<file path="src/design/mpspwm_pkg.sv">
// Shared types and constants for the multi-pin soft PWM generator.
// No dependencies; imported by the prescaler, the top level and the checker.
`default_nettype none

package mpspwm_pkg;

  localparam int DATA_W  = 16;  // pin words, duty, pin mask
  localparam int FREQ_W  = 16;  // tone frequency register
  localparam int STEP_W  = 8;   // reported step index
  localparam int PINS_MAX = 16;

  localparam logic [FREQ_W-1:0] FREQ_RESET = FREQ_W'(1000);

  typedef enum logic [0:0] {
    ACT_TICK     = 1'b0,
    ACT_SET_DUTY = 1'b1
  } action_e;

endpackage

`default_nettype wire

</file>
<file path="src/design/mpspwm_presc.sv">
// Prescaler for the soft PWM generator: decides on which tick the step advances.
// Depends on mpspwm_pkg. Keeps count*freq so no divider is needed.
`default_nettype none

module mpspwm_presc import mpspwm_pkg::*; #(
  parameter int STEP_COUNT = 256,
  parameter int TICK_RATE  = 72000000
) (
  input  wire logic              clk_i,
  input  wire logic              rst_ni,
  input  wire logic              cfg_we_i,
  input  wire logic [FREQ_W-1:0] cfg_wdata_i,
  input  wire logic              advance_i,
  output logic                   wrap_o
);

  // Wrap when count >= max(T/(S*f),1)-1, i.e. when (count+2)*f > floor(T/S).
  localparam int TS    = TICK_RATE / STEP_COUNT;
  localparam int CNT_W = ($clog2(TS + 1) > 0) ? $clog2(TS + 1) : 1;
  localparam int QW    = CNT_W + FREQ_W;
  localparam logic [QW:0] TS_V = (QW+1)'(TS);

  logic [CNT_W-1:0]  cnt_q, cnt_d;
  logic [QW-1:0]     prod_q, prod_d;   // cnt_q * freq_q
  logic [FREQ_W-1:0] freq_q, freq_d;
  logic [FREQ_W-1:0] freq_new;
  logic [QW:0]       lhs;

  assign freq_new = (cfg_wdata_i == '0) ? FREQ_W'(1) : cfg_wdata_i;
  assign lhs      = {1'b0, prod_q} + (QW+1)'({freq_q, 1'b0});
  assign wrap_o   = lhs > TS_V;

  always_comb begin
    cnt_d  = cnt_q;
    prod_d = prod_q;
    freq_d = freq_q;
    if (cfg_we_i) begin
      freq_d = freq_new;
      // rescale the running product to the new frequency
      prod_d = QW'(cnt_q) * QW'(freq_new);
    end else if (advance_i) begin
      if (wrap_o) begin
        cnt_d  = '0;
        prod_d = '0;
      end else begin
        cnt_d  = cnt_q + 1'b1;
        prod_d = prod_q + QW'(freq_q);
      end
    end
  end

  always_ff @(posedge clk_i or negedge rst_ni) begin
    if (!rst_ni) begin
      cnt_q  <= '0;
      prod_q <= '0;
      freq_q <= FREQ_RESET;
    end else begin
      cnt_q  <= cnt_d;
      prod_q <= prod_d;
      freq_q <= freq_d;
    end
  end

endmodule

`default_nettype wire

</file>
<file path="src/design/multi_pin_soft_pwm_generator_top.sv">
// Multi-pin soft PWM generator: up to sixteen pins sharing one step counter.
// Depends on mpspwm_pkg and mpspwm_presc.
//
// Usage:
//   Input channel (in_valid_i / in_stall_o) carries one item per transfer:
//   a timer tick (action 0) or a set-duty request (action 1) with pin mask,
//   duty and port flag. Every item yields exactly one result transfer on the
//   output channel (out_valid_o / out_stall_i).
//   A tick that wraps the prescaler returns the set/reset word for the current
//   step and advances the step; other ticks return an all-zero result.
//   A set-duty request returns accepted = port flag and updates the pins only
//   when the flag is set.
//   The result appears in the cycle after its input transfer. One item is taken every
//   cycle unless a held result is stalled; the single output register decides the rate.
//   While the output register holds a result and the receiver stalls,
//   in_stall_o is high and nothing is taken.
//   Reset clears all pins to inactive, the prescaler and step to zero and the
//   tone frequency to 1000 Hz. cfg_we_i / cfg_wdata_i write the tone frequency;
//   write it only while no transfer is outstanding.
`default_nettype none

module multi_pin_soft_pwm_generator_top import mpspwm_pkg::*; #(
  parameter int STEP_COUNT = 256,
  parameter int TICK_RATE  = 72000000,
  parameter int PIN_COUNT  = 16
) (
  input  wire logic              clk_i,
  input  wire logic              rst_ni,
  // configuration
  input  wire logic              cfg_we_i,
  input  wire logic [FREQ_W-1:0] cfg_wdata_i,
  // input channel
  input  wire logic              in_valid_i,
  output logic                   in_stall_o,
  input  wire logic              action_i,
  input  wire logic [DATA_W-1:0] pin_mask_i,
  input  wire logic [DATA_W-1:0] duty_i,
  input  wire logic              target_is_port_a_i,
  // output channel
  output logic                   out_valid_o,
  input  wire logic              out_stall_i,
  output logic                   write_valid_o,
  output logic [DATA_W-1:0]      set_bits_o,
  output logic [DATA_W-1:0]      reset_bits_o,
  output logic [STEP_W-1:0]      current_step_o,
  output logic                   accepted_o
);

  localparam int SW = ($clog2(STEP_COUNT) > 0) ? $clog2(STEP_COUNT) : 1;
  localparam logic [SW-1:0] STEP_LAST = SW'(STEP_COUNT - 1);

  logic              in_xfer;
  logic              is_set;
  logic              tick;
  logic              wrap;
  logic              emit;
  logic [SW-1:0]     step_q;
  logic [DATA_W-1:0] step_ext;
  logic [DATA_W-1:0] set_w, rst_w;

  logic [DATA_W-1:0] duty_q [PIN_COUNT];
  logic [PIN_COUNT-1:0] active_q;

  logic              out_valid_q;
  logic              write_valid_q;
  logic [DATA_W-1:0] set_q, rst_q;
  logic [STEP_W-1:0] step_out_q;
  logic              accepted_q;

  assign in_stall_o = out_valid_q & out_stall_i;
  assign in_xfer    = in_valid_i & ~in_stall_o;
  assign is_set     = (action_e'(action_i) == ACT_SET_DUTY);
  assign tick       = in_xfer & ~is_set;
  assign emit       = tick & wrap;
  assign step_ext   = DATA_W'(step_q);

  mpspwm_presc #(
    .STEP_COUNT (STEP_COUNT),
    .TICK_RATE  (TICK_RATE)
  ) u_presc (
    .clk_i       (clk_i),
    .rst_ni      (rst_ni),
    .cfg_we_i    (cfg_we_i),
    .cfg_wdata_i (cfg_wdata_i),
    .advance_i   (tick),
    .wrap_o      (wrap)
  );

  // step word: inactive pins stay out of both words
  always_comb begin
    set_w = '0;
    rst_w = '0;
    for (int p = 0; p < PIN_COUNT; p++) begin
      set_w[p] = active_q[p] & (step_ext < duty_q[p]);
      rst_w[p] = active_q[p] & ~(step_ext < duty_q[p]);
    end
  end

  always_ff @(posedge clk_i or negedge rst_ni) begin
    if (!rst_ni) begin
      active_q <= '0;
    end else if (in_xfer && is_set && target_is_port_a_i) begin
      for (int p = 0; p < PIN_COUNT; p++) begin
        if (pin_mask_i[p]) begin
          active_q[p] <= 1'b1;
        end
      end
    end
  end

  always_ff @(posedge clk_i) begin
    if (in_xfer && is_set && target_is_port_a_i) begin
      for (int p = 0; p < PIN_COUNT; p++) begin
        if (pin_mask_i[p]) begin
          duty_q[p] <= duty_i;
        end
      end
    end
  end

  always_ff @(posedge clk_i or negedge rst_ni) begin
    if (!rst_ni) begin
      step_q <= '0;
    end else if (emit) begin
      step_q <= (step_q == STEP_LAST) ? '0 : step_q + 1'b1;
    end
  end

  always_ff @(posedge clk_i or negedge rst_ni) begin
    if (!rst_ni) begin
      out_valid_q <= 1'b0;
    end else if (in_xfer) begin
      out_valid_q <= 1'b1;
    end else if (!out_stall_i) begin
      out_valid_q <= 1'b0;
    end
  end

  always_ff @(posedge clk_i) begin
    if (in_xfer) begin
      write_valid_q <= emit;
      set_q         <= emit ? set_w : '0;
      rst_q         <= emit ? rst_w : '0;
      step_out_q    <= emit ? step_ext[STEP_W-1:0] : '0;
      accepted_q    <= is_set & target_is_port_a_i;
    end
  end

  assign out_valid_o    = out_valid_q;
  assign write_valid_o  = write_valid_q;
  assign set_bits_o     = set_q;
  assign reset_bits_o   = rst_q;
  assign current_step_o = step_out_q;
  assign accepted_o     = accepted_q;

endmodule

`default_nettype wire

</file>
<file path="config.mk">
export PLATFORM = sky130hd
export DESIGN_NAME = multi_pin_soft_pwm_generator_top
export DESIGN_NICKNAME = d
export VERILOG_FILES = /design/src/design/mpspwm_pkg.sv /design/src/design/mpspwm_presc.sv /design/src/design/multi_pin_soft_pwm_generator_top.sv
export SDC_FILE = /design/constraint.sdc
export NUM_CORES = 1
export LEC_CHECK = 0
export BUFFER_PORTS_ARGS = -buffer_cell sky130_fd_sc_hd__buf_2
export CAP_MARGIN = 40
export CORE_MARGIN = 3
export CORE_UTILIZATION = 37
export DETAILED_ROUTE_END_ITERATION = 16
export SYNTH_ARGS = -nofsm -noshare
export SYNTH_HDL_FRONTEND = slang
export SYNTH_SLANG_ARGS = --single-unit
</file>
<file path="constraint.sdc">
create_clock -name clk_i -period 21.5 [get_ports clk_i]
set_input_delay 3.225 -clock clk_i [delete_from_list [all_inputs] [get_ports clk_i]]
set_output_delay 3.225 -clock clk_i [all_outputs]
set_load 0.01 [all_outputs]
</file>
### After elaboration in Yosys (flattened, before gate mapping)

Memory sizes are Yosys's and may differ from the RTL's.
Cells that the tools add are included.

| cells by class | value |
|---|---|
| add/sub/neg operators | 4 |
| reductions and logical operators | 21 |
| $mul | 1 |
| equality and inequality tests | 2 |
| bitwise operators | 56 |
| multiplexer cells | 56 |
| $lt $le $gt $ge | 17 |

Operators by type and width:

| cell | number |
|---|---|
| 8-bit by 16-bit < comparator with 1-bit output | 16 |
| 35-bit two-way mux | 3 |
| 1-bit two-way mux | 50 |
| 1-bit AND | 37 |
| 35-bit by 17-bit adder with 36-bit output | 1 |
| 36-bit by 19-bit > comparator with 1-bit output (second input constant) | 1 |
| 35-bit by 16-bit adder with 35-bit output | 1 |
| 19-bit by 16-bit multiplier with 35-bit output | 1 |
| 2-bit AND reduction | 17 |
| 19-bit by 1-bit adder with 19-bit output (second input constant) | 1 |
| 19-bit two-way mux | 1 |
| 1-bit inverter | 19 |
| 16-bit zero test | 1 |
| 16-bit two-way mux | 1 |
| 8-bit by 1-bit adder with 8-bit output (second input constant) | 1 |
| 8-bit equality test (second input constant) | 1 |
| 8-bit two-way mux | 1 |
| 1-bit logical AND | 2 |
| 2-bit by 1-bit != test with 1-bit output (second input constant) | 1 |
| 2-bit nonzero test | 1 |

| storage, ports and cells | value |
|---|---|
| memories | 1 |
| flip-flop bits (word level) | 137 |
| output and inout bits | 44 |
| input bits | 55 |
| memory bits (writable) | 256 |

Memory list:

| memory | depth | width | read ports | clocked after Yosys merged registers in | wr ports | RTL line | text |
|---|---|---|---|---|---|---|---|
| duty_q | 16 | 16 | 16 | 0 | 16 | multi_pin_soft_pwm_generator_top.sv:61 | `logic [DATA_W-1:0] duty_q [PIN_COUNT];` |

### Longest topological paths before layout

Gate-level depths: netlist (run 1).

| depth | value |
|---|---|
| depth in word-level cells | 7 |
| mapped depth | 27 |
| mapped depth without buffers | 25 |

### Hierarchy

Synthesis (run 1) repeated with hierarchy kept, for this count alone.

| second synthesis, totals | value |
|---|---|
| cells, all modules | 2644 |
| area total of the unflattened synthesis | 29016.6 um^2 |

Modules (own cells, without submodules):

| module | times used | cells an instance | area an instance (um^2) | sequential area each (um^2) |
|---|---|---|---|---|
| mpspwm_presc | 1 | 1764 | 15307.2 | 1759.2 |
| multi_pin_soft_pwm_generator_top | 1 | 880 | 13709.4 | 9574.2 |

### Least setup slack after synthesis (run 1)

No wires, ideal clock.

| path | value |
|---|---|
| path type | in2reg |
| from | input cfg_wdata_i[12] |
| to | register u_presc.prod_q[33] |
| required time | 21.366 ns |
| arrival | 9.280 ns |
| slack | 12.086 ns |
| stages on the path | 24 |
| path through | clkbuf_1 nand2_1 fa_1 inv_1 fa_1 fa_1 fa_1 fa_1 inv_1 fa_1 inv_1 ha_1 clkbuf_1 a21o_1 a21o_1 a2111oi_0 o21ai_0 a31oi_1 o21ai_0 a211oi_1 o21ai_0 a31oi_1 xor2_1 o21ai_0 |

| on the way | value |
|---|---|
| cells in the longest elaborated chain, start to end | 4 |

Ends and longest elaborated chain:

| item | RTL line | text |
|---|---|---|
| from (decl) | multi_pin_soft_pwm_generator_top.sv:31 | `input wire logic [FREQ_W-1:0] cfg_wdata_i,` |
| 16-bit zero test | mpspwm_presc.sv:29 | `assign freq_new = (cfg_wdata_i == '0) ? FREQ_W'(1) : cfg_wdata_i;` |
| 16-bit two-way mux * | mpspwm_presc.sv:29 |  |
| 19-bit by 16-bit multiplier with 35-bit output * | mpspwm_presc.sv:40 | `prod_d = QW'(cnt_q) * QW'(freq_new);` |
| 35-bit two-way mux * | mpspwm_presc.sv:37 | `if (cfg_we_i) begin` |
| to (signal assigned) | mpspwm_presc.sv:59 | `prod_q <= prod_d;` |
| to (decl) | mpspwm_presc.sv:24 | `logic [QW-1:0] prod_q, prod_d;` |

Mark *: on every way between the ends. The rest lies on a longest branch, timed or not.
A chain may end at the register's enable or synchronous reset.

### Worst setup path in the final report (run 1)

Same ends and word-level chain as after synthesis.

==> flow_metrics.env, run 1 <==
export IMPL_antenna_found_initial=2
export IMPL_syn_to_final_growth_pct=11.5
export IMPL_required_ns=21.92
export IMPL_diodes=0
export IMPL_wire_per_inst_um=18.0
export IMPL_start_util_pct=37.5
export IMPL_ys_ff_latch=393
export IMPL_grt_overflow=0
export IMPL_grt_pass1_wl_um=110000
export IMPL_endpoint_kind="flip-flop"
export IMPL_layout_cells_non_filler=3747
export IMPL_tightest_slew_ns=0.934
export IMPL_relSlewSlack_pct=37.7
export IMPL_grt_use_total_pct=17.1
export IMPL_via_per_inst=5.04
export IMPL_grt_busiest_layer="met2"
export IMPL_min_period_over_period_pct=44.7
export IMPL_cts_tree="built"
export IMPL_nFillCells=7245
export IMPL_yosys_most_used_dff="edfxtp_1"
export IMPL_rsz0062_at_grt="no"
export IMPL_layout_commonest_cell="inv_1"
export IMPL_clk_pin_slew_ns=0.06
export IMPL_drv_slew=0
export IMPL_finalSetupTns_ns=0
export IMPL_htreeDepth=2
export IMPL_start_kind="input pin"
export IMPL_ant_nets=0
export IMPL_drc=0
export IMPL_ys_types=95
export IMPL_regToRegStartpoint="u_presc.cnt_q[4]$_DFFE_PN0P_"
export IMPL_clk_latency_ns=0.57
export IMPL_io_pins=99
export IMPL_r2r_end="u_presc.prod_q[33]$_DFFE_PN0P_"
export IMPL_numCtsBuffers=43
export IMPL_hold_start="active_q[10]$_DFFE_PN0P_"
export IMPL_ir_drop_mv=0.0651
export IMPL_dieHeight_um=284
export IMPL_clock_sinks=393
export IMPL_drtPass1Iterations=5
export IMPL_post_cts_buffers=0
export IMPL_netlist_area_um2=28500
export IMPL_drv_cap=0
export IMPL_syn_nets=3158
export IMPL_dp_cells=3668
export IMPL_syn_inst=2612
export IMPL_cts_root_buf="clkbuf_16"
export IMPL_max_freq_mhz=104
export IMPL_hold_path_depth=1
export IMPL_seq_area_frac_synth_pct=39.8
export IMPL_use_met3_pct=2.38
export IMPL_die_x_um=284
export IMPL_numPortBuffers=98
export IMPL_dpl_hpwl_um=49400
export IMPL_power_density_nw_per_um2=83.1
export IMPL_drtIter0Drc=1104
export IMPL_met1_usage_pct=22.2
export IMPL_worst_hold_path_type="reg -> reg"
export IMPL_critPathMaxFanout=21
export IMPL_num_vias=18869
export IMPL_final_cell_area_um2=31800
export IMPL_layout_common_cells="inv_1, edfxtp_1, nand2_1"
export IMPL_fin_worst_skew_ns=0.0170
export IMPL_hold_violations=0
export IMPL_grt_pass1_vias=20289
export IMPL_rows=101
export IMPL_post_route_min_period_ns=9.61
export IMPL_reg2reg_depth=23
export IMPL_hold_buffers=0
export IMPL_hold_end="active_q[10]$_DFFE_PN0P_"
export IMPL_routed_wl_um=67600
export IMPL_fp_coreArea_um2=76100
export IMPL_crit_arrival_ns=10.04
export IMPL_synth_edff_count=298
export IMPL_final_nets=3229
export IMPL_setup_viol=0
export IMPL_drive_gt1_share_pct=10.2
export IMPL_leakage_nw=14.2
export IMPL_path_class="in -> reg"
export IMPL_status="completed"
export IMPL_place_area_um2=30200
export IMPL_grt_max_degree=55
export IMPL_grt_use_met2_pct=29.9
export IMPL_yosysWarnings=0
export IMPL_dieArea_um2=80400
export IMPL_clockBufferDepth=3
export IMPL_async_flop_share_pct=24.2
export IMPL_r2r_slack_ns=14.09
export IMPL_gp_congestion=0.847
export IMPL_avgSynthCellArea_um2=10.9
export IMPL_cts_repair_resized=0
==> power breakdown <==
part | internal, mW | switching [mW] | leakage (nW)
sequential | 0.866 | 0.0791 | 3.88
clock | 0.495 | 0.313 | 0.777
combinational | 0.378 | 0.509 | 9.58
total | 1.74 | 0.901 | 14.2
==> worst max-delay path by stage <==
stage                               start                             end  slack, ns  cells past startpoint
after floorplan           cfg_wdata_i[12]  u_presc.prod_q[33]$_DFFE_PN0P_      12.09                     24
after global placement     cfg_wdata_i[6]  u_presc.prod_q[33]$_DFFE_PN0P_      11.48                     24
after detailed placement  cfg_wdata_i[12]  u_presc.prod_q[33]$_DFFE_PN0P_      11.37                     23
after CTS                 cfg_wdata_i[12]  u_presc.prod_q[33]$_DFFE_PN0P_      11.96                     23
after global routing      cfg_wdata_i[12]  u_presc.prod_q[33]$_DFFE_PN0P_      11.56                     23
final                     cfg_wdata_i[12]  u_presc.prod_q[33]$_DFFE_PN0P_      11.89                     23
==> per-layer routing <==
layer  up-vias  routed length (um)  share of wire [%]
met5         -                   0                  0
li1       8830                   -                  -
met2       449               33700                 50
met3       126                3060                4.5
met4         0                1900                2.8
met1      9464               29000                 43
==> synth_stat cells (5+ instances only) <==
cell	number	area share (%)
o21bai_1	5	0.13
nor4_1	37	0.81
buf_1	6	0.079
a21oi_1	89	1.6
fa_1	238	17
nor3b_1	5	0.13
dfstp_2	6	0.55
or3_1	8	0.18
inv_1	408	5.4
buf_2	5	0.088
xnor2_1	38	1.2
a211oi_1	9	0.24
nor2b_1	22	0.48
a22oi_1	5	0.13
a21o_1	69	1.8
nor3_1	23	0.40
dfrtp_1	89	7.8
clkbuf_1	76	1.0
nand2b_1	43	0.94
nor2_1	100	1.3
xor2_1	37	1.1
edfxtp_1	298	31
ha_1	253	11
a31oi_1	14	0.31
nand2_1	272	3.6
o21ai_0	72	1.3
nand4_1	17	0.37
o31ai_1	9	0.24
mux2_2	15	0.59
and3_1	18	0.40
o211ai_1	5	0.13
o21ai_1	9	0.16
nand3_1	21	0.37
o21a_1	15	0.40
and2_1	159	3.5
or2_2	21	0.46
==> per-stage QoR <==
step                      utilization, %  hold WS (ns)  power, mW  setup slack (ns)
after floorplan                        -         0.439       1.59             12.09
after global placement              39.3         0.451       1.80             11.48
after detailed placement            39.7         0.455       1.85             11.37
after CTS                           41.8         0.469       2.67             11.96
after global routing                41.8         0.487       2.82             11.56
final                               41.8         0.470       2.64             11.89
==> sequential cells by signal, summed over array words and instances, names as in the netlist <==
register / cells
duty_q: 256
u_presc.prod_q: 35
u_presc.cnt_q: 19
active_q: 16
reset_bits_o: 16
set_bits_o: 16
u_presc.freq_q: 16
current_step_o: 8
step_q: 8
accepted_o: 1
out_valid_o: 1
write_valid_o: 1
==> kinds of logic after synthesis <==
family | count (synthesis) | synth area share, %
and+or+nand+nor | 761 | 13.5
DFF | 393 | 39.8
muxes | 19 | 0.733
buffers and inverters | 504 | 6.86
xor gates and xnor gates | 76 | 2.36
adders and majority gates | 491 | 27.8
AOI/OAI and AO/OA | 368 | 8.90
==> cell type report <==
| class | instances | area, um2 | share of cell area [%] |
|---|---|---|---|
| timing repair buffer | 120 | 826 | 2.60 |
| tap | 1030 | 1290 | 4.05 |
| clock inverter | 26 | 394 | 1.24 |
| inverter | 410 | 1540 | 4.84 |
| sequential | 393 | 11300 | 35.7 |
| clock buffer | 53 | 1190 | 3.76 |
| multi-input combinational | 1715 | 15200 | 47.9 |
==> worst max-delay path, stage by stage <==
cell and delay (ns):
buf_2 0.41, nand2_1 0.18, fa_1 0.58, inv_1 0.06, fa_1 0.48, fa_1 0.52
fa_1 0.52, fa_1 0.55, inv_1 0.06, fa_1 0.55, inv_1 0.06, ha_1 0.39
a21o_1 0.20, a21o_1 0.18, a2111oi_0 0.37, o21ai_0 0.15, a31oi_1 0.27, o21ai_0 0.25
a211oi_1 0.42, o21ai_0 0.16, a31oi_1 0.21, xor2_1 0.14, o21ai_0 0.08
Note: power is estimated with default switching activity, not from simulation.
==> run 2, diff against run 1 <==
ABC_AREA = 1   (was default)
clock period = 9.5 ns   (was 21.5 ns; I/O delays follow)
==> flow_metrics.env, run 2 <==
export IMPL_grt_overflow=0
export IMPL_setup_viol=0
export IMPL_ir_drop_mv=0.148
export IMPL_htreeDepth=2
export IMPL_relSlewSlack_pct=39.0
export IMPL_setup_ws_ns=2.59
export IMPL_clock_sinks=393
export IMPL_yosys_most_used_dff="edfxtp_1"
export IMPL_grt_max_degree=55
export IMPL_path_class="in -> reg"
export IMPL_die_x_um=289
export IMPL_top_register="duty_q"
export IMPL_layout_commonest_cell="nand2_1"
export IMPL_final_nets=3892
export IMPL_start_util_pct=37.5
export IMPL_multi_input_comb_area_um2=15300
export IMPL_start_kind="input pin"
export IMPL_ys_types=44
export IMPL_antenna_found_initial=2
export IMPL_routed_wl_um=72400
export IMPL_post_cts_buffers=0
export IMPL_yosysTopAreaCell="edfxtp_1"
export IMPL_fin_worst_skew_ns=0.0256
export IMPL_dieHeight_um=289
export IMPL_synth_edff_count=298
export IMPL_endpoint_kind="flip-flop"
export IMPL_rsz0062_at_grt="no"
export IMPL_top_regs="duty_q: 256 flops, u_presc.prod_q: 35 flops, u_presc.cnt_q: 19 flops"
export IMPL_tightest_slew_ns=0.915
export IMPL_hold_buffers=0
export IMPL_synth_top_cells_by_area="edfxtp_1, fa_1, ha_1"
export IMPL_drc=0
export IMPL_numCtsBuffers=42
export IMPL_synthTopCellsByCount="nand2_1, inv_1, edfxtp_1"
export IMPL_power_density_nw_per_um2=170
export IMPL_critPathMaxFanout=21
export IMPL_cts_tree="built"
export IMPL_rows=103
export IMPL_path_cells="buf_2, nand2_1, fa_1, fa_1, inv_1, fa_1, fa_1, fa_1, inv_1, fa_1, inv_1, ha_1, nand2_1, nor4_1, nand4_1, o211ai_1, nand2_1, o211ai_1, nand2_1, a21oi_1, o21ai_0"
export IMPL_largest_register_ffs=256
export IMPL_grt_pass1_vias=21883
export IMPL_yosysMostFrequentCell="nand2_1"
export IMPL_final_cell_area_um2=33100
export IMPL_cpMaxStageDelayCell="fa_1"
export IMPL_required_ns=9.94
export IMPL_synth_top_cell_area_share_pct=30.1
export IMPL_via_per_inst=4.90
export IMPL_avgSynthCellArea_um2=9.07
export IMPL_cts_repair_resized=0
export IMPL_status="completed"
export IMPL_syn_to_final_growth_pct=11.4
export IMPL_numPortBuffers=98
export IMPL_hold_violations=0
export IMPL_power_total_mw=5.61
export IMPL_dp_slack_ns=2.09
export IMPL_diodes=0
export IMPL_worst_path_most_repeated_cell="fa_1"
export IMPL_clk_latency_ns=0.58
export IMPL_drv_cap=0
export IMPL_drtIter0Drc=1347
export IMPL_cp_slowest_stage_delay_ns=0.55
export IMPL_layout_common_cells="nand2_1, inv_1, edfxtp_1"
export IMPL_async_flop_share_pct=24.2
export IMPL_cts_root_buf="clkbuf_16"
export IMPL_drive_gt1_share_pct=7.10
export IMPL_drv_slew=0
export IMPL_finalSetupTns_ns=0
export IMPL_syn_inst=3272
export IMPL_max_freq_mhz=145
export IMPL_num_vias=21721
export IMPL_fp_coreArea_um2=79300
export IMPL_wire_per_inst_um=16.3
export IMPL_nFillCells=7834
export IMPL_grt_use_total_pct=17.7
export IMPL_dpl_hpwl_um=52100
export IMPL_clockBufferDepth=3
export IMPL_ys_ff_latch=393
export IMPL_crit_arrival_ns=7.35
export IMPL_path_delay_family="adder cells"
export IMPL_yosysWarnings=0
export IMPL_seq_area_frac_synth_pct=38.2
export IMPL_crit_buf_inv=4
export IMPL_post_route_min_period_ns=6.91
export IMPL_leakage_nw=16.4
export IMPL_netlist_area_um2=29700
export IMPL_clk_pin_slew_ns=0.06
export IMPL_drtPass1Iterations=5
export IMPL_syn_nets=3818
export IMPL_worst_hold_path_type="reg -> reg"
export IMPL_io_pins=99
export IMPL_min_period_over_period_pct=72.7
export IMPL_gp_congestion=0.884
export IMPL_dieArea_um2=83700
export IMPL_ant_nets=0
export IMPL_grt_pass1_wl_um=118000
export IMPL_place_area_um2=31600
export IMPL_regArea_um2=11300
## run 2: changes by cell type after synthesis, sizes merged, moves of 28 or more
cell    change
a21o       -62
a21oi      +61
and2      -159
inv       +289
nand2     +504
nand2b     -43
nand3     +105
nor2       +69
o211ai     +28
## run 2: cell families (layout without fill, tap and decap cells)
| kind of cell | count (synthesis) | after routing | synth area share (%) |
|---|---|---|---|
| AO/OA/AOI/OAI | 323 | 323 | 6.18 |
| XOR/XNOR | 59 | 59 | 1.74 |
| adder cells (fa/ha/maj) | 491 | 491 | 26.7 |
| buffers and inverters | 805 | 912 | 10.3 |
| flip-flops | 393 | 393 | 38.2 |
| AND/OR/NAND/NOR | 1201 | 1201 | 16.9 |
## run 2: worst reg2reg max path, delay by kind of cell (launching register included)
family / cells / cell delay (ns)
flops: 1 / 0.93
fa+ha+maj: 7 / 3.50
simple gates: 6 / 1.17
buf+inv: 3 / 0.15
compound gates: 4 / 0.67
## run 2: per-stage QoR
stage	hold WS (ns)	std cells	utilization [%]
after floorplan	0.456	3272	-
after global placement	0.472	4337	39.4
after detailed placement	0.481	4352	39.9
after CTS	0.496	4429	41.7
after global routing	0.515	4429	41.7
final	0.490	4429	41.7
## run 2: area by class of cell
type | count | area share [%]
sequential | 393 | 34.3
multi-input combinational | 2074 | 46.3
tap | 1050 | 3.97
inverter | 704 | 7.99
timing repair buffer | 131 | 3.15
clock buffer | 55 | 3.45
clock inverter | 22 | 0.844
## run 2: path summary, 6_finish.rpt
| check | startpoint | end | slack (ns) | depth (start not counted) |
|---|---|---|---|---|
| setup / recovery | cfg_wdata_i[15] | u_presc.prod_q[31]$_DFFE_PN0P_ | 2.59 | 21 |
| hold / removal | active_q[15]$_DFFE_PN0P_ | active_q[15]$_DFFE_PN0P_ | 0.49 | 1 |
| setup reg to reg | u_presc.cnt_q[2]$_DFFE_PN0P_ | u_presc.prod_q[31]$_DFFE_PN0P_ | 2.95 | 20 |
| hold reg to reg | active_q[15]$_DFFE_PN0P_ | active_q[15]$_DFFE_PN0P_ | 0.49 | 1 |
| max in group asynchronous | rst_ni | step_q[6]$_DFFE_PN0P_ | 7.38 | 2 |
| min in group asynchronous | rst_ni | u_presc.cnt_q[9]$_DFFE_PN0P_ | 0.87 | 1 |
## run 2: power breakdown
group	internal, mW	switching (mW)
registers	1.96	0.108
logic	0.673	1.19
clock network	0.968	0.710
total	3.60	2.01
## run 2: per-layer routing
layer  track usage (%)  wire length (um)  part of all wire [%]
met5                 0                 0                     0
met4              4.23              1530                   2.1
met3              2.17              3670                   5.1
met2              31.0             35900                    50
met1              23.4             31300                    43
==> run 3, diff against run 2 <==
ABC_AREA = 0   (was 1)
clock period = 6.3 ns   (was 9.5 ns; I/O delays follow)
==> flow_metrics.env, run 3 (same netlist as run 1, synthesis figures left out) <==
export IMPL_hold_buffers=0
export IMPL_status="completed"
export IMPL_fp_coreArea_um2=76100
export IMPL_dpl_hpwl_um=49100
export IMPL_layout_commonest_cell="inv_1"
export IMPL_drc=0
export IMPL_clock_sinks=393
export IMPL_grt_use_total_pct=16.6
export IMPL_rows=101
export IMPL_layout_common_cells="inv_1, edfxtp_1, nand2_1"
export IMPL_drive_gt1_share_pct=16.7
export IMPL_power_total_mw=8.88
export IMPL_worst_path_most_repeated_cell="fa_1"
export IMPL_start_util_pct=37.5
export IMPL_clk_pin_slew_ns=0.06
export IMPL_cts_tree="built"
export IMPL_power_density_nw_per_um2=269
export IMPL_min_period_over_period_pct=98.7
export IMPL_drv_slew=0
export IMPL_tightest_slew_ns=0.830
export IMPL_setup_viol=0
export IMPL_dieArea_um2=80400
export IMPL_io_pins=99
export IMPL_routed_wl_um=65800
export IMPL_leakage_nw=14.9
export IMPL_cpMaxStageDelayCell="fa_1"
export IMPL_nFillCells=7181
export IMPL_fin_worst_skew_ns=0.0314
export IMPL_hold_violations=0
export IMPL_top_register="duty_q"
export IMPL_dieHeight_um=284
export IMPL_drtIter0Drc=1179
export IMPL_numPortBuffers=98
export IMPL_grt_max_degree=69
export IMPL_grt_pass1_wl_um=108000
export IMPL_required_ns=6.72
export IMPL_antenna_found_initial=0
export IMPL_numCtsBuffers=41
export IMPL_max_freq_mhz=161
export IMPL_ir_drop_mv=0.245
export IMPL_ant_nets=0
export IMPL_largest_register_ffs=256
export IMPL_diodes=0
export IMPL_timing_hold_ws_ns=0.310
export IMPL_relSlewSlack_pct=44.7
export IMPL_start_kind="input pin"
export IMPL_gp_congestion=0.861
export IMPL_final_nets=3359
export IMPL_rsz0062_at_grt="yes"
export IMPL_via_per_inst=5.00
export IMPL_die_x_um=284
export IMPL_worst_hold_path_type="in -> async"
export IMPL_grt_pass1_vias=20954
export IMPL_clockBufferDepth=3
export IMPL_drv_cap=0
export IMPL_endpoint_kind="flip-flop"
export IMPL_cp_slowest_stage_delay_ns=0.53
export IMPL_syn_to_final_growth_pct=15.9
export IMPL_post_route_min_period_ns=6.22
export IMPL_htreeDepth=2
export IMPL_grt_overflow=0
export IMPL_num_vias=19370
export IMPL_crit_arrival_ns=6.63
export IMPL_top_regs="duty_q: 256 flops, u_presc.prod_q: 35 flops, u_presc.cnt_q: 19 flops"
export IMPL_wire_per_inst_um=17.0
export IMPL_drtPass1Iterations=5
export IMPL_path_class="in -> reg"
export IMPL_critPathMaxFanout=16
export IMPL_clk_latency_ns=0.57
export IMPL_cts_root_buf="clkbuf_16"
## run 3: changes by cell type in the layout (fill, tap and decap cells not counted), moves of 67 or more
cell	change
inv_1	-292
nand2_1	-502
buf_4	+116
nand3_1	-103
nor2_1	-67
and2_1	+147
a21oi_1	-71
## run 3: report_power, final
| group | internal (mW) | leakage [nW] | switching [mW] | total [mW] |
|---|---|---|---|---|
| logic | 1.48 | 10.3 | 1.83 | 3.31 |
| clock network | 1.33 | 0.640 | 1.05 | 2.38 |
| registers | 2.96 | 3.86 | 0.232 | 3.19 |
| total | 5.77 | 14.9 | 3.11 | 8.88 |
## run 3: layout make-up
| cell class | count | area, um2 | share of cell area (%) |
|---|---|---|---|
| Multi-Input combinational cell | 1715 | 15600 | 47.2 |
| Sequential cell | 393 | 11300 | 34.4 |
| Timing Repair Buffer | 252 | 1930 | 5.86 |
| Inverter | 410 | 1540 | 4.66 |
| Tap cell | 1030 | 1290 | 3.90 |
| Clock buffer | 53 | 1100 | 3.33 |
| Clock inverter | 21 | 214 | 0.648 |
## run 3: path summary, 6_finish.rpt
| check | start | to | slack [ns] | cells after the start |
|---|---|---|---|---|
| max in group asynchronous | rst_ni | u_presc.freq_q[5]$_DFFE_PN1P_ | 4.92 | 3 |
| worst max-delay path | cfg_wdata_i[6] | u_presc.prod_q[30]$_DFFE_PN0P_ | 0.08 | 25 |
| min in group clk_i | active_q[9]$_DFFE_PN0P_ | active_q[9]$_DFFE_PN0P_ | 0.47 | 1 |
| worst min-delay path | rst_ni | active_q[6]$_DFFE_PN0P_ | 0.31 | 1 |
| worst min register to register | active_q[9]$_DFFE_PN0P_ | active_q[9]$_DFFE_PN0P_ | 0.47 | 1 |
| worst max register to register | u_presc.cnt_q[7]$_DFFE_PN0P_ | u_presc.prod_q[32]$_DFFE_PN0P_ | 0.11 | 24 |
## run 3: timing repair
action	4_1_cts	5_1_grt
buffers inserted	5	9
gates cloned	0	1
setup endpoints to repair	7	11
resized for setup	24	50
pin swaps	12	40
## run 3: worst max-delay path: cells and delay by family
kind | cells | cell delay (ns)
adders and majority gates | 7 | 3.22
AOI/OAI and AO/OA | 9 | 1.55
buffers and inverters | 6 | 0.50
and+or+nand+nor | 2 | 0.25
xor gates and xnor gates | 1 | 0.16
## run 3: metrics by stage
stage               area (um2)  setup TNS (ns)  std cells  util (%)  setup slack (ns)
global route             33000          -0.918       3874      43.4            -0.176
detailed placement       31300           -8.79       3785      41.1            -0.763
floorplan                28800          -0.576       2612         -            -0.178
CTS                      32700        -0.00688       3864      43.0          -0.00688
finish                   33000               0       3874      43.4            0.0814
global placement         31200           -7.19       3780      40.9            -0.619
## run 3: metal layers
metal | vias up | wire (um) | global-route usage (%)
met3 | 117 | 2620 | 2.15
met4 | 0 | 1910 | 5.12
met1 | 9750 | 27800 | 20.9
li1 | 9099 | - | -
met5 | - | 0 | 0
met2 | 404 | 33500 | 29.6
